==> config.mk <==
export PLATFORM = sky130hd
export DESIGN_NAME = avr_row_lane
export DESIGN_NICKNAME = d
export VERILOG_FILES = /design/src/rtl/avr_pkg.sv /design/src/rtl/avr_row_lane.sv
export SDC_FILE = /design/constraint.sdc
export NUM_CORES = 2
export LEC_CHECK = 0
export ABC_CLOCK_PERIOD_IN_PS = 20900
export BUFFER_PORTS_ARGS = -buffer_cell sky130_fd_sc_hd__buf_2
export CORE_MARGIN = 10
export CORE_UTILIZATION = 50
export DETAILED_ROUTE_END_ITERATION = 7
export PLACE_DENSITY_LB_ADDON = 0.12
export SLEW_MARGIN = 10
export SYNTH_ARGS = -nofsm -noshare
export SYNTH_HDL_FRONTEND = slang
export SYNTH_SLANG_ARGS = --single-unit
==> constraint.sdc <==
create_clock -name clock -period 20.9 [get_ports clock]
set_input_delay 4.18 -clock clock [delete_from_list [all_inputs] [get_ports clock]]
set_output_delay 4.18 -clock clock [all_outputs]
set_load 0.02 [all_outputs]
==> src/rtl/avr_pkg.sv <==
`timescale 1ns / 1ps
`default_nettype none

package avr_pkg;

   localparam int CFG_W       = 16;
   localparam int VEC_W       = 24;
   localparam int ENTRY_W     = 18;
   localparam int ENTRY_COUNT = 9;
   localparam int CORDIC_W    = 34;
   localparam int ATAN_W      = 31;

   typedef logic signed [ENTRY_W-1:0] entry_type;
   typedef logic signed [VEC_W-1:0]   vec_type;

   localparam entry_type ONE_Q16 = 18'sd65536;

   localparam entry_type IDENTITY [ENTRY_COUNT] = '{
      ONE_Q16, 18'sd0, 18'sd0,
      18'sd0, ONE_Q16, 18'sd0,
      18'sd0, 18'sd0, ONE_Q16
   };

   localparam logic [3:0] LAST_ENTRY = 4'(ENTRY_COUNT - 1);

   typedef enum logic [1:0] {
      CSR_AXIS_X = 2'd0,
      CSR_AXIS_Y = 2'd1,
      CSR_AXIS_Z = 2'd2,
      CSR_ANGLE  = 2'd3
   } csr_index_type;

   typedef enum logic [1:0] {
      TERM_DIAG  = 2'd0,
      TERM_PLUS  = 2'd1,
      TERM_MINUS = 2'd2
   } term_type;

   typedef struct packed {
      logic               load;
      logic signed [15:0] axis_x;
      logic signed [15:0] axis_y;
      logic signed [15:0] axis_z;
      logic signed [15:0] angle;
   } cfg_type;

   typedef struct packed {
      logic [1:0] row;
      logic [1:0] col;
      logic [1:0] other;
      term_type   term;
   } entry_info_type;

   function automatic entry_info_type entry_info(input logic [3:0] idx);
      entry_info_type info;
      case (idx)
         4'd0: info = '{row: 2'd0, col: 2'd0, other: 2'd0, term: TERM_DIAG};
         4'd1: info = '{row: 2'd0, col: 2'd1, other: 2'd2, term: TERM_MINUS};
         4'd2: info = '{row: 2'd0, col: 2'd2, other: 2'd1, term: TERM_PLUS};
         4'd3: info = '{row: 2'd1, col: 2'd0, other: 2'd2, term: TERM_PLUS};
         4'd4: info = '{row: 2'd1, col: 2'd1, other: 2'd0, term: TERM_DIAG};
         4'd5: info = '{row: 2'd1, col: 2'd2, other: 2'd0, term: TERM_MINUS};
         4'd6: info = '{row: 2'd2, col: 2'd0, other: 2'd1, term: TERM_MINUS};
         4'd7: info = '{row: 2'd2, col: 2'd1, other: 2'd0, term: TERM_PLUS};
         4'd8: info = '{row: 2'd2, col: 2'd2, other: 2'd0, term: TERM_DIAG};
         default: info = '{row: 2'd0, col: 2'd0, other: 2'd0, term: TERM_DIAG};
      endcase
      return info;
   endfunction

   function automatic logic [ATAN_W-1:0] atan_of(input logic [4:0] idx);
      logic [ATAN_W-1:0] val;
      case (idx)
         5'd0:  val = 31'd536870912;
         5'd1:  val = 31'd316933406;
         5'd2:  val = 31'd167458907;
         5'd3:  val = 31'd85004756;
         5'd4:  val = 31'd42667331;
         5'd5:  val = 31'd21354465;
         5'd6:  val = 31'd10679838;
         5'd7:  val = 31'd5340245;
         5'd8:  val = 31'd2670163;
         5'd9:  val = 31'd1335087;
         5'd10: val = 31'd667544;
         5'd11: val = 31'd333772;
         5'd12: val = 31'd166886;
         5'd13: val = 31'd83443;
         5'd14: val = 31'd41722;
         5'd15: val = 31'd20861;
         5'd16: val = 31'd10430;
         5'd17: val = 31'd5215;
         5'd18: val = 31'd2608;
         5'd19: val = 31'd1304;
         5'd20: val = 31'd652;
         5'd21: val = 31'd326;
         5'd22: val = 31'd163;
         5'd23: val = 31'd81;
         default: val = 31'd0;
      endcase
      return val;
   endfunction

endpackage

`default_nettype wire

==> src/rtl/avr_row_lane.sv <==
`timescale 1ns / 1ps
`default_nettype none

module avr_row_lane (
   input  logic               clock,
   input  avr_pkg::entry_type coef_x,
   input  avr_pkg::entry_type coef_y,
   input  avr_pkg::entry_type coef_z,
   input  avr_pkg::vec_type   vec_x,
   input  avr_pkg::vec_type   vec_y,
   input  avr_pkg::vec_type   vec_z,
   output avr_pkg::vec_type   rot
);
   import avr_pkg::*;

   localparam int ProdW = ENTRY_W + VEC_W;
   localparam int SumW = ProdW + 2;
   localparam logic signed [SumW-1:0] RoundOut = SumW'(32768);
   localparam logic signed [SumW-1:0] OutMax = SumW'((1 << (VEC_W - 1)) - 1);
   localparam logic signed [SumW-1:0] OutMin = -OutMax - SumW'(1);

   logic signed [ProdW-1:0] px_ff, py_ff, pz_ff;
   logic signed [SumW-1:0] sum, q;
   vec_type rot_ff, rot_in;

   always_comb begin
      sum = SumW'(px_ff) + SumW'(py_ff) + SumW'(pz_ff) + RoundOut;
      q = sum >>> 16;
      if (q > OutMax) begin
         rot_in = VEC_W'(OutMax);
      end else if (q < OutMin) begin
         rot_in = VEC_W'(OutMin);
      end else begin
         rot_in = VEC_W'(q);
      end
   end

   always_ff @(posedge clock) begin
      px_ff <= coef_x * vec_x;
      py_ff <= coef_y * vec_y;
      pz_ff <= coef_z * vec_z;
      rot_ff <= rot_in;
   end

   assign rot = rot_ff;

endmodule

`default_nettype wire

==> results.yml <==
sta:
  slew_headroom_pct: 43.5
  rsz0062_at_grt: "false"
  setup_viol: 0
  tns_ns: 0
  final_max_slew_viol_count: 0
  fin_crit_sh_pct: 50.5
  fin_skew_ns: 0.0129
  min_period_ns: 10.56
  max_freq_mhz: 94.7
  hold_violations: 0
  tightestPinTransition_ns: 0.844
  fin_ws_ns: 10.34
worst_setup_path:
  start_kind: "primary input"
  critical_path_class: "primary input to register"
  crit_family: "adder cells"
  arrival_ns: 10.94
  worst_setup_path_end_kind: "register"
  cp_max_fo: 18
  cp_common_cell: "fa_1"
  crit_buf_inv: 4
  crit_chain: "buf_2, clkinv_1, nor2_1, fa_1, fa_1, fa_1, fa_1, fa_1, inv_1, fa_1, inv_1, ha_1, a21o_1, a21o_1, a211o_1, a21oi_1, o21ai_1, o211ai_2, a31oi_1, or4b_1, a31o_1, a21oi_2, xnor2_1"
  cp_slowest_cell: "clkinv_1"
  crit_required_ns: 21.28
  slowest_delay_ns: 0.55
synthesis:
  ys_seq_elements: 150
  yosysWarnings: 0
  ys_seq_area_share_pct: 5.76
  syn-cell-area_um2: 52100
  synth_fp_nets: 7509
  ys.flop_type: "dfxtp_1"
  avgSynthCellArea_um2: 9.19
  syn_inst: 5669
  synthArstFlopShare_pct: 0
  ys_types: 77
  synth_edf_count: 0
die:
  coreArea_um2: 103000
  start_util_pct: 50.4
  die_area_um2: 118000
  die_h_um: 343
  die_x_um: 343
  io_pins: 151
  placementRows: 118
clock_network:
  postCtsSetupRepairBufs: 0
  hold_buffers: 0
  root_buffer: "clkbuf_16"
  cts_buffers: 17
  htreeDepth: 4
  insertion_delay_ns: 0.45
  path_clk_slew_ns: 0.07
  cts_sinks: 150
  cts_tree: "yes"
  clk_path_buf_depth: 2
  ctsResizeCount: 0
grt:
  overflow: 0
  track_usage_pct: 22.1
  grt_pass1_wl_um: 208000
  grt_max_degree: 26
  grt_antenna_before_repair: 0
  grt_pass1_vias: 39300
route:
  dr.first_iter.drc_count: 1732
  detail_route.wl_per_cell_um: 17.8
  dr.pass1.iters: 5
  drcViolationCount: 0
  drtAntennaViolNets: 0
  dr_total_vias: 35600
  wirelength_um: 125000
  via_per_inst: 5.08
cells_and_area:
  layout.nets: 7448
  num_antenna_cells: 0
  fillerInstances: 9733
  areaGrowthSynthToFinish_pct: 4.23
  final_common_cell: "inv_1"
  final_cells: 7001
  drive_above_1_share_pct: 3.84
  layout_common_cells: "1476 x inv_1, 1316 x fa_1, 841 x nand2_1"
  utilization_pct: 52.5
placement:
  dp_cells: 6969
  dpl_worst_slack_ns: 9.95
  gp_congestion: 0.856
  dp_hpwl_um: 106000
  port_buffers: 150
hold_path:
  hp-class: "register to register"
status:
  status: "finished, final reports clean"
run:
  cap_violations: 0
## worst min-delay path: stages (launching register included)
cell,delay (ns)
dfxtp_1,0.34
fa_1,0.17
ha_1,0.12
ha_1,0.18
xnor2_1,0.13
a21o_1,0.12
## path summary, 6_finish.rpt
kind	startpoint	end	slack, ns	cells after the start
worst max-delay path	coef_y[17]	py_ff[35]	10.34	23
worst min-delay path	py_ff[16]	rot[0]	1.09	5
worst max register to register	pz_ff[16]	rot[6]	16.51	14
worst min register to register	py_ff[16]	rot[0]	1.09	5
## flip-flops by register name, indices dropped and copies added, names as in the netlist
signal and count:
pz_ff 42, rot 24, py_ff 42, px_ff 42
## metrics by stage
step	hold slack, ns	instance area [µm²]
2_1_floorplan	0.907	52100
3_3_place_gp	1.08	53700
3_5_place_dp	1.08	53700
4_1_cts	1.10	54300
5_1_grt	1.17	54300
6_report	1.09	54300
## logic make-up after synthesis
family | synth area share [%]
adder cells (fa/ha/maj) | 60.1
buffers and inverters | 12.4
AND/OR/NAND/NOR | 14.1
AO/OA/AOI/OAI | 5.09
flip-flops | 5.76
XOR/XNOR | 2.52
multiplexers | 0.0408
## per-layer routing
layer / vias up / track usage [%] / wire length (µm)
met3: 118 / 2.15 / 4960
met5: - / 0 / 0
met2: 716 / 38.9 / 63000
met4: 0 / 3.82 / 2100
met1: 18500 / 29.8 / 54500
li1: 16200 / - / -
## cell usage after synthesis (6+ instances only)
cell type	instances	area share [%]
nand3_1	24	0.23
dfxtp_1	150	5.8
or3_1	6	0.072
a21o_1	96	1.4
o211ai_1	6	0.086
a21boi_0	8	0.12
xor2_1	35	0.59
xnor2_1	113	1.9
o21ai_0	58	0.56
a31oi_1	11	0.13
nand2b_1	30	0.36
o21bai_1	24	0.35
nor2b_1	32	0.38
a21oi_1	108	1.0
inv_1	1476	11
nor3_1	22	0.21
o21a_1	17	0.24
o21ai_1	7	0.067
ha_1	397	9.5
nand4_1	13	0.16
clkbuf_1	225	1.6
and3_1	10	0.12
and2_1	451	5.4
nand2_1	841	6.1
nor2_1	102	0.73
fa_1	1316	51
and4_1	6	0.10
## layout make-up
class / count / area (µm²) / share of cell area, %
multi-input combinational: 3810 / 42700 / 78.6
inverter: 1478 / 5550 / 10.2
sequential: 150 / 3000 / 5.53
tap: 1380 / 1730 / 3.18
timing repair buffer: 151 / 758 / 1.40
clock buffer: 18 / 429 / 0.790
clock inverter: 14 / 180 / 0.332
Power is not shown: default switching activity piles up to over one toggle a cycle in this logic, so the estimate is an artifact.
