File: src/rtl/avr_pkg.sv
`timescale 1ns / 1ps
`default_nettype none

package avr_pkg;

   localparam int CFG_W       = 16;
   localparam int VEC_W       = 24;
   localparam int ENTRY_W     = 18;
   localparam int ENTRY_COUNT = 9;
   localparam int CORDIC_W    = 34;
   localparam int ATAN_W      = 31;

   typedef logic signed [ENTRY_W-1:0] entry_type;
   typedef logic signed [VEC_W-1:0]   vec_type;

   localparam entry_type ONE_Q16 = 18'sd65536;

   localparam entry_type IDENTITY [ENTRY_COUNT] = '{
      ONE_Q16, 18'sd0, 18'sd0,
      18'sd0, ONE_Q16, 18'sd0,
      18'sd0, 18'sd0, ONE_Q16
   };

   localparam logic [3:0] LAST_ENTRY = 4'(ENTRY_COUNT - 1);

   typedef enum logic [1:0] {
      CSR_AXIS_X = 2'd0,
      CSR_AXIS_Y = 2'd1,
      CSR_AXIS_Z = 2'd2,
      CSR_ANGLE  = 2'd3
   } csr_index_type;

   typedef enum logic [1:0] {
      TERM_DIAG  = 2'd0,
      TERM_PLUS  = 2'd1,
      TERM_MINUS = 2'd2
   } term_type;

   typedef struct packed {
      logic               load;
      logic signed [15:0] axis_x;
      logic signed [15:0] axis_y;
      logic signed [15:0] axis_z;
      logic signed [15:0] angle;
   } cfg_type;

   typedef struct packed {
      logic [1:0] row;
      logic [1:0] col;
      logic [1:0] other;
      term_type   term;
   } entry_info_type;

   function automatic entry_info_type entry_info(input logic [3:0] idx);
      entry_info_type info;
      case (idx)
         4'd0: info = '{row: 2'd0, col: 2'd0, other: 2'd0, term: TERM_DIAG};
         4'd1: info = '{row: 2'd0, col: 2'd1, other: 2'd2, term: TERM_MINUS};
         4'd2: info = '{row: 2'd0, col: 2'd2, other: 2'd1, term: TERM_PLUS};
         4'd3: info = '{row: 2'd1, col: 2'd0, other: 2'd2, term: TERM_PLUS};
         4'd4: info = '{row: 2'd1, col: 2'd1, other: 2'd0, term: TERM_DIAG};
         4'd5: info = '{row: 2'd1, col: 2'd2, other: 2'd0, term: TERM_MINUS};
         4'd6: info = '{row: 2'd2, col: 2'd0, other: 2'd1, term: TERM_MINUS};
         4'd7: info = '{row: 2'd2, col: 2'd1, other: 2'd0, term: TERM_PLUS};
         4'd8: info = '{row: 2'd2, col: 2'd2, other: 2'd0, term: TERM_DIAG};
         default: info = '{row: 2'd0, col: 2'd0, other: 2'd0, term: TERM_DIAG};
      endcase
      return info;
   endfunction

   function automatic logic [ATAN_W-1:0] atan_of(input logic [4:0] idx);
      logic [ATAN_W-1:0] val;
      case (idx)
         5'd0:  val = 31'd536870912;
         5'd1:  val = 31'd316933406;
         5'd2:  val = 31'd167458907;
         5'd3:  val = 31'd85004756;
         5'd4:  val = 31'd42667331;
         5'd5:  val = 31'd21354465;
         5'd6:  val = 31'd10679838;
         5'd7:  val = 31'd5340245;
         5'd8:  val = 31'd2670163;
         5'd9:  val = 31'd1335087;
         5'd10: val = 31'd667544;
         5'd11: val = 31'd333772;
         5'd12: val = 31'd166886;
         5'd13: val = 31'd83443;
         5'd14: val = 31'd41722;
         5'd15: val = 31'd20861;
         5'd16: val = 31'd10430;
         5'd17: val = 31'd5215;
         5'd18: val = 31'd2608;
         5'd19: val = 31'd1304;
         5'd20: val = 31'd652;
         5'd21: val = 31'd326;
         5'd22: val = 31'd163;
         5'd23: val = 31'd81;
         default: val = 31'd0;
      endcase
      return val;
   endfunction

endpackage

`default_nettype wire

File: src/rtl/avr_matrix_gen.sv
`timescale 1ns / 1ps
`default_nettype none

module avr_matrix_gen #(
   parameter int CORDIC_ITERATIONS = 16
) (
   input  logic               clock,
   input  logic               reset,
   input  avr_pkg::cfg_type   cfg,
   output logic               busy,
   output avr_pkg::entry_type matrix [avr_pkg::ENTRY_COUNT]
);
   import avr_pkg::*;

   localparam int IterW = $clog2(CORDIC_ITERATIONS);
   localparam logic [IterW-1:0] LastIter = IterW'(CORDIC_ITERATIONS - 1);
   localparam logic signed [CORDIC_W-1:0] GainInit = 34'sd652032874;
   localparam logic signed [CORDIC_W-1:0] RoundTrig = 34'sd8192;
   localparam logic signed [52:0] RoundEntry = 53'sd134217728;
   localparam logic signed [52:0] EntryMax = 53'sd131071;
   localparam logic signed [52:0] EntryMin = -53'sd131072;
   localparam logic [3:0] EntryCount = 4'(ENTRY_COUNT);

   typedef enum logic [4:0] {
      GEN_IDLE   = 5'b00001,
      GEN_INIT   = 5'b00010,
      GEN_CORDIC = 5'b00100,
      GEN_TRIG   = 5'b01000,
      GEN_MATRIX = 5'b10000
   } gen_state_type;

   gen_state_type state_ff, state_in;
   logic [IterW-1:0] iter_ff, iter_in;
   logic [3:0] iss_ff, iss_in;
   logic st1_vld_ff, st1_vld_in;
   logic st2_vld_ff, st2_vld_in;

   logic signed [CORDIC_W-1:0] x_ff, x_in, y_ff, y_in, z_ff, z_in;
   logic flip_ff, flip_in;
   entry_type c_ff, c_in, s_ff, s_in;
   logic signed [ENTRY_W:0] omc_ff, omc_in;

   logic signed [31:0] vv_ff, vv_in;
   logic signed [33:0] vs_ff, vs_in;
   term_type term1_ff;
   logic [3:0] idx1_ff, idx2_ff;
   logic signed [50:0] prod_ff, prod_in;
   logic signed [52:0] add_ff, add_in;

   entry_type mat_ff [ENTRY_COUNT];

   logic signed [15:0] axis [3];
   logic [15:0] angle_adj;
   logic signed [CORDIC_W-1:0] dx, dy, at;
   logic signed [CORDIC_W-1:0] x_rnd, y_rnd;
   entry_type c_raw, s_raw;
   entry_info_type info;
   logic signed [52:0] e_sum, e_q;
   entry_type e_sat;

   always_comb begin
      axis[0] = cfg.axis_x;
      axis[1] = cfg.axis_y;
      axis[2] = cfg.axis_z;

      angle_adj = cfg.angle ^ {cfg.angle[15] ^ cfg.angle[14], 15'd0};
      dx = y_ff >>> iter_ff;
      dy = x_ff >>> iter_ff;
      at = $signed({3'b000, atan_of(5'(iter_ff))});
      x_rnd = (x_ff + RoundTrig) >>> 14;
      y_rnd = (y_ff + RoundTrig) >>> 14;
      c_raw = ENTRY_W'(x_rnd);
      s_raw = ENTRY_W'(y_rnd);
      info = entry_info(iss_ff);

      e_sum = 53'(prod_ff) + add_ff + RoundEntry;
      e_q = e_sum >>> 28;
      if (e_q > EntryMax) begin
         e_sat = ENTRY_W'(EntryMax);
      end else if (e_q < EntryMin) begin
         e_sat = ENTRY_W'(EntryMin);
      end else begin
         e_sat = ENTRY_W'(e_q);
      end

      state_in = state_ff;
      iter_in = iter_ff;
      iss_in = iss_ff;
      st1_vld_in = 1'b0;
      st2_vld_in = st1_vld_ff;
      x_in = x_ff;
      y_in = y_ff;
      z_in = z_ff;
      flip_in = flip_ff;
      c_in = c_ff;
      s_in = s_ff;
      omc_in = omc_ff;

      case (state_ff)
         GEN_IDLE: begin
            st2_vld_in = 1'b0;
         end
         GEN_INIT: begin
            x_in = GainInit;
            y_in = '0;
            z_in = $signed({{2{angle_adj[15]}}, angle_adj, 16'd0});
            flip_in = cfg.angle[15] ^ cfg.angle[14];
            iter_in = '0;
            state_in = GEN_CORDIC;
         end
         GEN_CORDIC: begin
            if (!z_ff[CORDIC_W-1]) begin
               x_in = x_ff - dx;
               y_in = y_ff + dy;
               z_in = z_ff - at;
            end else begin
               x_in = x_ff + dx;
               y_in = y_ff - dy;
               z_in = z_ff + at;
            end
            iter_in = iter_ff + 1'b1;
            if (iter_ff == LastIter) begin
               state_in = GEN_TRIG;
            end
         end
         GEN_TRIG: begin
            c_in = flip_ff ? -c_raw : c_raw;
            s_in = flip_ff ? -s_raw : s_raw;
            omc_in = $signed({1'b0, ONE_Q16}) - (flip_ff ? -c_raw : c_raw);
            iss_in = '0;
            state_in = GEN_MATRIX;
         end
         GEN_MATRIX: begin
            if (iss_ff < EntryCount) begin
               st1_vld_in = 1'b1;
               iss_in = iss_ff + 1'b1;
            end
            if (st2_vld_ff && idx2_ff == LAST_ENTRY) begin
               state_in = GEN_IDLE;
            end
         end
         default: begin
            state_in = GEN_IDLE;
         end
      endcase

      if (cfg.load) begin
         state_in = GEN_INIT;
         st1_vld_in = 1'b0;
         st2_vld_in = 1'b0;
      end

      vv_in = axis[info.row] * axis[info.col];
      vs_in = axis[info.other] * s_ff;
      prod_in = omc_ff * vv_ff;
      case (term1_ff)
         TERM_DIAG:  add_in = 53'($signed({c_ff, 28'd0}));
         TERM_PLUS:  add_in = 53'($signed({vs_ff, 14'd0}));
         TERM_MINUS: add_in = -53'($signed({vs_ff, 14'd0}));
         default:    add_in = '0;
      endcase
   end

   always_ff @(posedge clock) begin
      if (reset) begin
         state_ff <= GEN_IDLE;
         iter_ff <= '0;
         iss_ff <= '0;
         st1_vld_ff <= 1'b0;
         st2_vld_ff <= 1'b0;
         for (int k = 0; k < ENTRY_COUNT; k++) begin
            mat_ff[k] <= IDENTITY[k];
         end
      end else begin
         state_ff <= state_in;
         iter_ff <= iter_in;
         iss_ff <= iss_in;
         st1_vld_ff <= st1_vld_in;
         st2_vld_ff <= st2_vld_in;
         if (st2_vld_ff && !cfg.load) begin
            mat_ff[idx2_ff] <= e_sat;
         end
      end
   end

   always_ff @(posedge clock) begin
      x_ff <= x_in;
      y_ff <= y_in;
      z_ff <= z_in;
      flip_ff <= flip_in;
      c_ff <= c_in;
      s_ff <= s_in;
      omc_ff <= omc_in;
      vv_ff <= vv_in;
      vs_ff <= vs_in;
      term1_ff <= info.term;
      idx1_ff <= iss_ff;
      prod_ff <= prod_in;
      add_ff <= add_in;
      idx2_ff <= idx1_ff;
   end

   assign busy = (state_ff != GEN_IDLE);
   assign matrix = mat_ff;

endmodule

`default_nettype wire

File: config.mk
export PLATFORM = sky130hd
export DESIGN_NAME = avr_matrix_gen
export DESIGN_NICKNAME = d
export VERILOG_FILES = /design/src/rtl/avr_pkg.sv /design/src/rtl/avr_matrix_gen.sv
export SDC_FILE = /design/constraint.sdc
export NUM_CORES = 2
export LEC_CHECK = 0
export BUFFER_PORTS_ARGS = -buffer_cell sky130_fd_sc_hd__buf_4
export CAP_MARGIN = 15
export CORE_UTILIZATION = 50
export CTS_CLUSTER_DIAMETER = 30
export DETAILED_ROUTE_END_ITERATION = 7
export MAX_ROUTING_LAYER = met4
export PLACE_DENSITY = 0.65
export SYNTH_ARGS = -nofsm -noshare
export SYNTH_HDL_FRONTEND = slang
export SYNTH_SLANG_ARGS = --single-unit
File: constraint.sdc
create_clock -name clock -period 12.4 [get_ports clock]
set_input_delay 1.86 -clock clock [delete_from_list [all_inputs] [get_ports clock]]
set_output_delay 1.86 -clock clock [all_outputs]
set_load 0.01 [all_outputs]
==> metrics.cfg <==
[status]
status=finished clean

[setup_path]
endpoint_kind=flip-flop
max_stage_delay_ns=0.87
crit_top_cell=fa_1
worstPathArrival_ns=10.26
worstSetupPathType=reg -> reg
cp_max_fo=19
cp_num_buf_inv=6
crit_path_top_delay_cell=dfxtp_1
crit_path_start_kind=flip-flop
cp.required_ns=13.03
crit_family=adder cells

[routing]
wire_per_inst_um=20.9
drt_pass1_iterations=6
drc=0
drtAntennaViolNets=0
drt_iter0_drc=3952
vias_per_cell=5.62
vias=57000
routed_wl_um=212000

[floorplan]
dieArea_um2=147000
start_util=0.505
die_w_um=383
rows=139
pin_count=230
die_y_um=383
coreArea_um2=144000

[final_layout]
drive_above_1_share=0.0903
regArea_um2=12100
design_area_um2=80800
fillers=12900
nNetsFinal=9840
multi_input_area_um2=54400
post-route-util=0.562
area_growth_pct=11.2

[yosys]
ys.flop_type=dfxtp_1
ys_top_cells_by_count=1299 x inv_1, 1144 x fa_1, 875 x nand2_1
avgSynthCellArea_um2=9.08
yosysWarningCount=0
synth.cell_area_um2=72600
async_flop_share=0
yosys-top-cells-area=fa_1 32%, dfxtp_1 10%, ha_1 8.6%, inv_1 6.7%, edfxtp_1 6.5%
synth_seq_area_share=0.166
postSynthCellCount=7997
synth_most_common_cell=inv_1
ys_ff_latch=524
synth_top_area_frac=0.315
netlist-cell-type-count=90
synthesis.nets=9705
yosysTopAreaCell=fa_1
synth_edf_count=157

[place]
portBuffers=229
placed_cell_area_um2=76400
gp_congestion=0.955
dp_hpwl_um=163000

[sta]
timing.final.hold_violations=0
rsz0062_at_grt=no
fin_hold_ws_ns=0.323
tightestPinTransition_ns=1.20
tns_ns=0
maxSlewViolCount=0
max-slew-margin-rel=0.198
clock.fmax_ghz=0.104
setup-violations-final=0
post-route-min-period_ns=9.63
timing.final.crit_share=0.777
skew_ns=0.0964

[global_routing]
gr-total-overflow=0
grt_usage=0.302
grt_first_pass_wirelength_um=335000
antenna_found_initial=4
grt_pass1_vias=59200
grt_max_degree=95

[cts]
cts_hold_buf=0
cts_made_buffers=120
clk_path_buf_depth=3
cts_tree=built
clk_pin_slew_ns=0.05
cts_resized=0
cts_sinks=524
post_cts_buffers=0
root_buffer=clkbuf_16
clk_latency_ns=0.76
htree_levels=3

[run]
cap_violations=0

[min_path]
worstHoldPathType=reg -> reg

## state kept, by name (all words and copies together) (netlist names), 5 cells and up
name and count:
add_ff 39, at 30, c_ff 18, info 8, matrix 162, omc_ff 18, prod_ff 37, s_ff 18
state_ff 5, vs_ff 34, vv_ff 32, x_ff 34, y_ff 34, z_ff 34
## routing by layer
layer,global-route usage,share of wire
met1,0.388,0.42
met2,0.492,0.49
met3,0.0378,0.062
met4,0.103,0.035
met5,-,0
## worst reg2reg max path: stages (launching register included)
cell	delay (ns)
dfxtp_1	0.87
nor2b_1	0.74
buf_4	0.37
a21o_1	0.54
nand2_1	0.16
fa_1	0.53
inv_1	0.05
fa_1	0.49
inv_1	0.07
fa_1	0.50
inv_1	0.05
fa_1	0.50
fa_1	0.49
inv_1	0.05
fa_1	0.48
inv_1	0.04
ha_1	0.37
and3_1	0.25
o2111ai_1	0.15
or4_1	0.43
nor2b_1	0.19
a311oi_1	0.85
a41oi_1	0.34
a211oi_1	0.40
a21oi_1	0.18
mux2i_1	0.15
nor4b_1	0.30
## path summary, 6_finish.rpt
check / from / to / slack (ns) / cells after the start
worst max-delay path: info[7] / vv_ff[31] / 2.77 / 26
worst min-delay path: idx1_ff[2] / idx2_ff[2] / 0.32 / 0
worst max register to register: info[7] / vv_ff[31] / 2.77 / 26
worst min register to register: idx1_ff[2] / idx2_ff[2] / 0.32 / 0
## through the flow
| stage | setup slack, ns | instances |
|---|---|---|
| detailed placement | 2.27 | 9912 |
| global route | 2.41 | 10100 |
| CTS | 2.90 | 10100 |
| finish | 2.77 | 10100 |
| floorplan | 3.97 | 7997 |
| global placement | 2.36 | 9912 |
## placed cells by master (no fill, tap or decap), types with 33 or more instances in the layout
cell type / synthesis / final
inv_1: 1299 / 1297
fa_1: 1144 / 1144
nand2_1: 875 / 875
nor2_1: 527 / 521
ha_1: 497 / 497
and2_1: 423 / 423
a21oi_1: 422 / 421
dfxtp_1: 367 / 363
buf_4: 0 / 355
o21ai_0: 331 / 331
xnor2_1: 258 / 258
xor2_1: 159 / 159
edfxtp_1: 157 / 157
clkbuf_16: 0 / 122
nor3_1: 107 / 105
a21o_1: 103 / 103
mux2i_1: 103 / 103
mux4_2: 83 / 83
nand3_1: 77 / 77
nand2b_1: 75 / 75
a211oi_1: 57 / 57
a31oi_1: 48 / 48
and3_1: 48 / 48
o21a_1: 44 / 44
nor2b_1: 40 / 39
o21ai_1: 33 / 33
## layout make-up
class                      count  area share
multi-input combinational   5826       0.673
sequential                   524       0.149
inverter                    1304      0.0606
clock buffer                 142      0.0398
timing repair buffer         356      0.0332
tap                         1903      0.0295
clock inverter                87      0.0141
antenna                        3   0.0000930
## cell families after synthesis
| group | share of synthesized area |
|---|---|
| AOI/OAI and AO/OA | 0.100 |
| xor gates and xnor gates | 0.0503 |
| buffers and inverters | 0.0861 |
| muxes | 0.0442 |
| adders and majority gates | 0.401 |
| and+or+nand+nor | 0.152 |
| DFF | 0.166 |
Power is not shown: default switching activity piles up to over one toggle a cycle in this logic, so the estimate is an artifact.
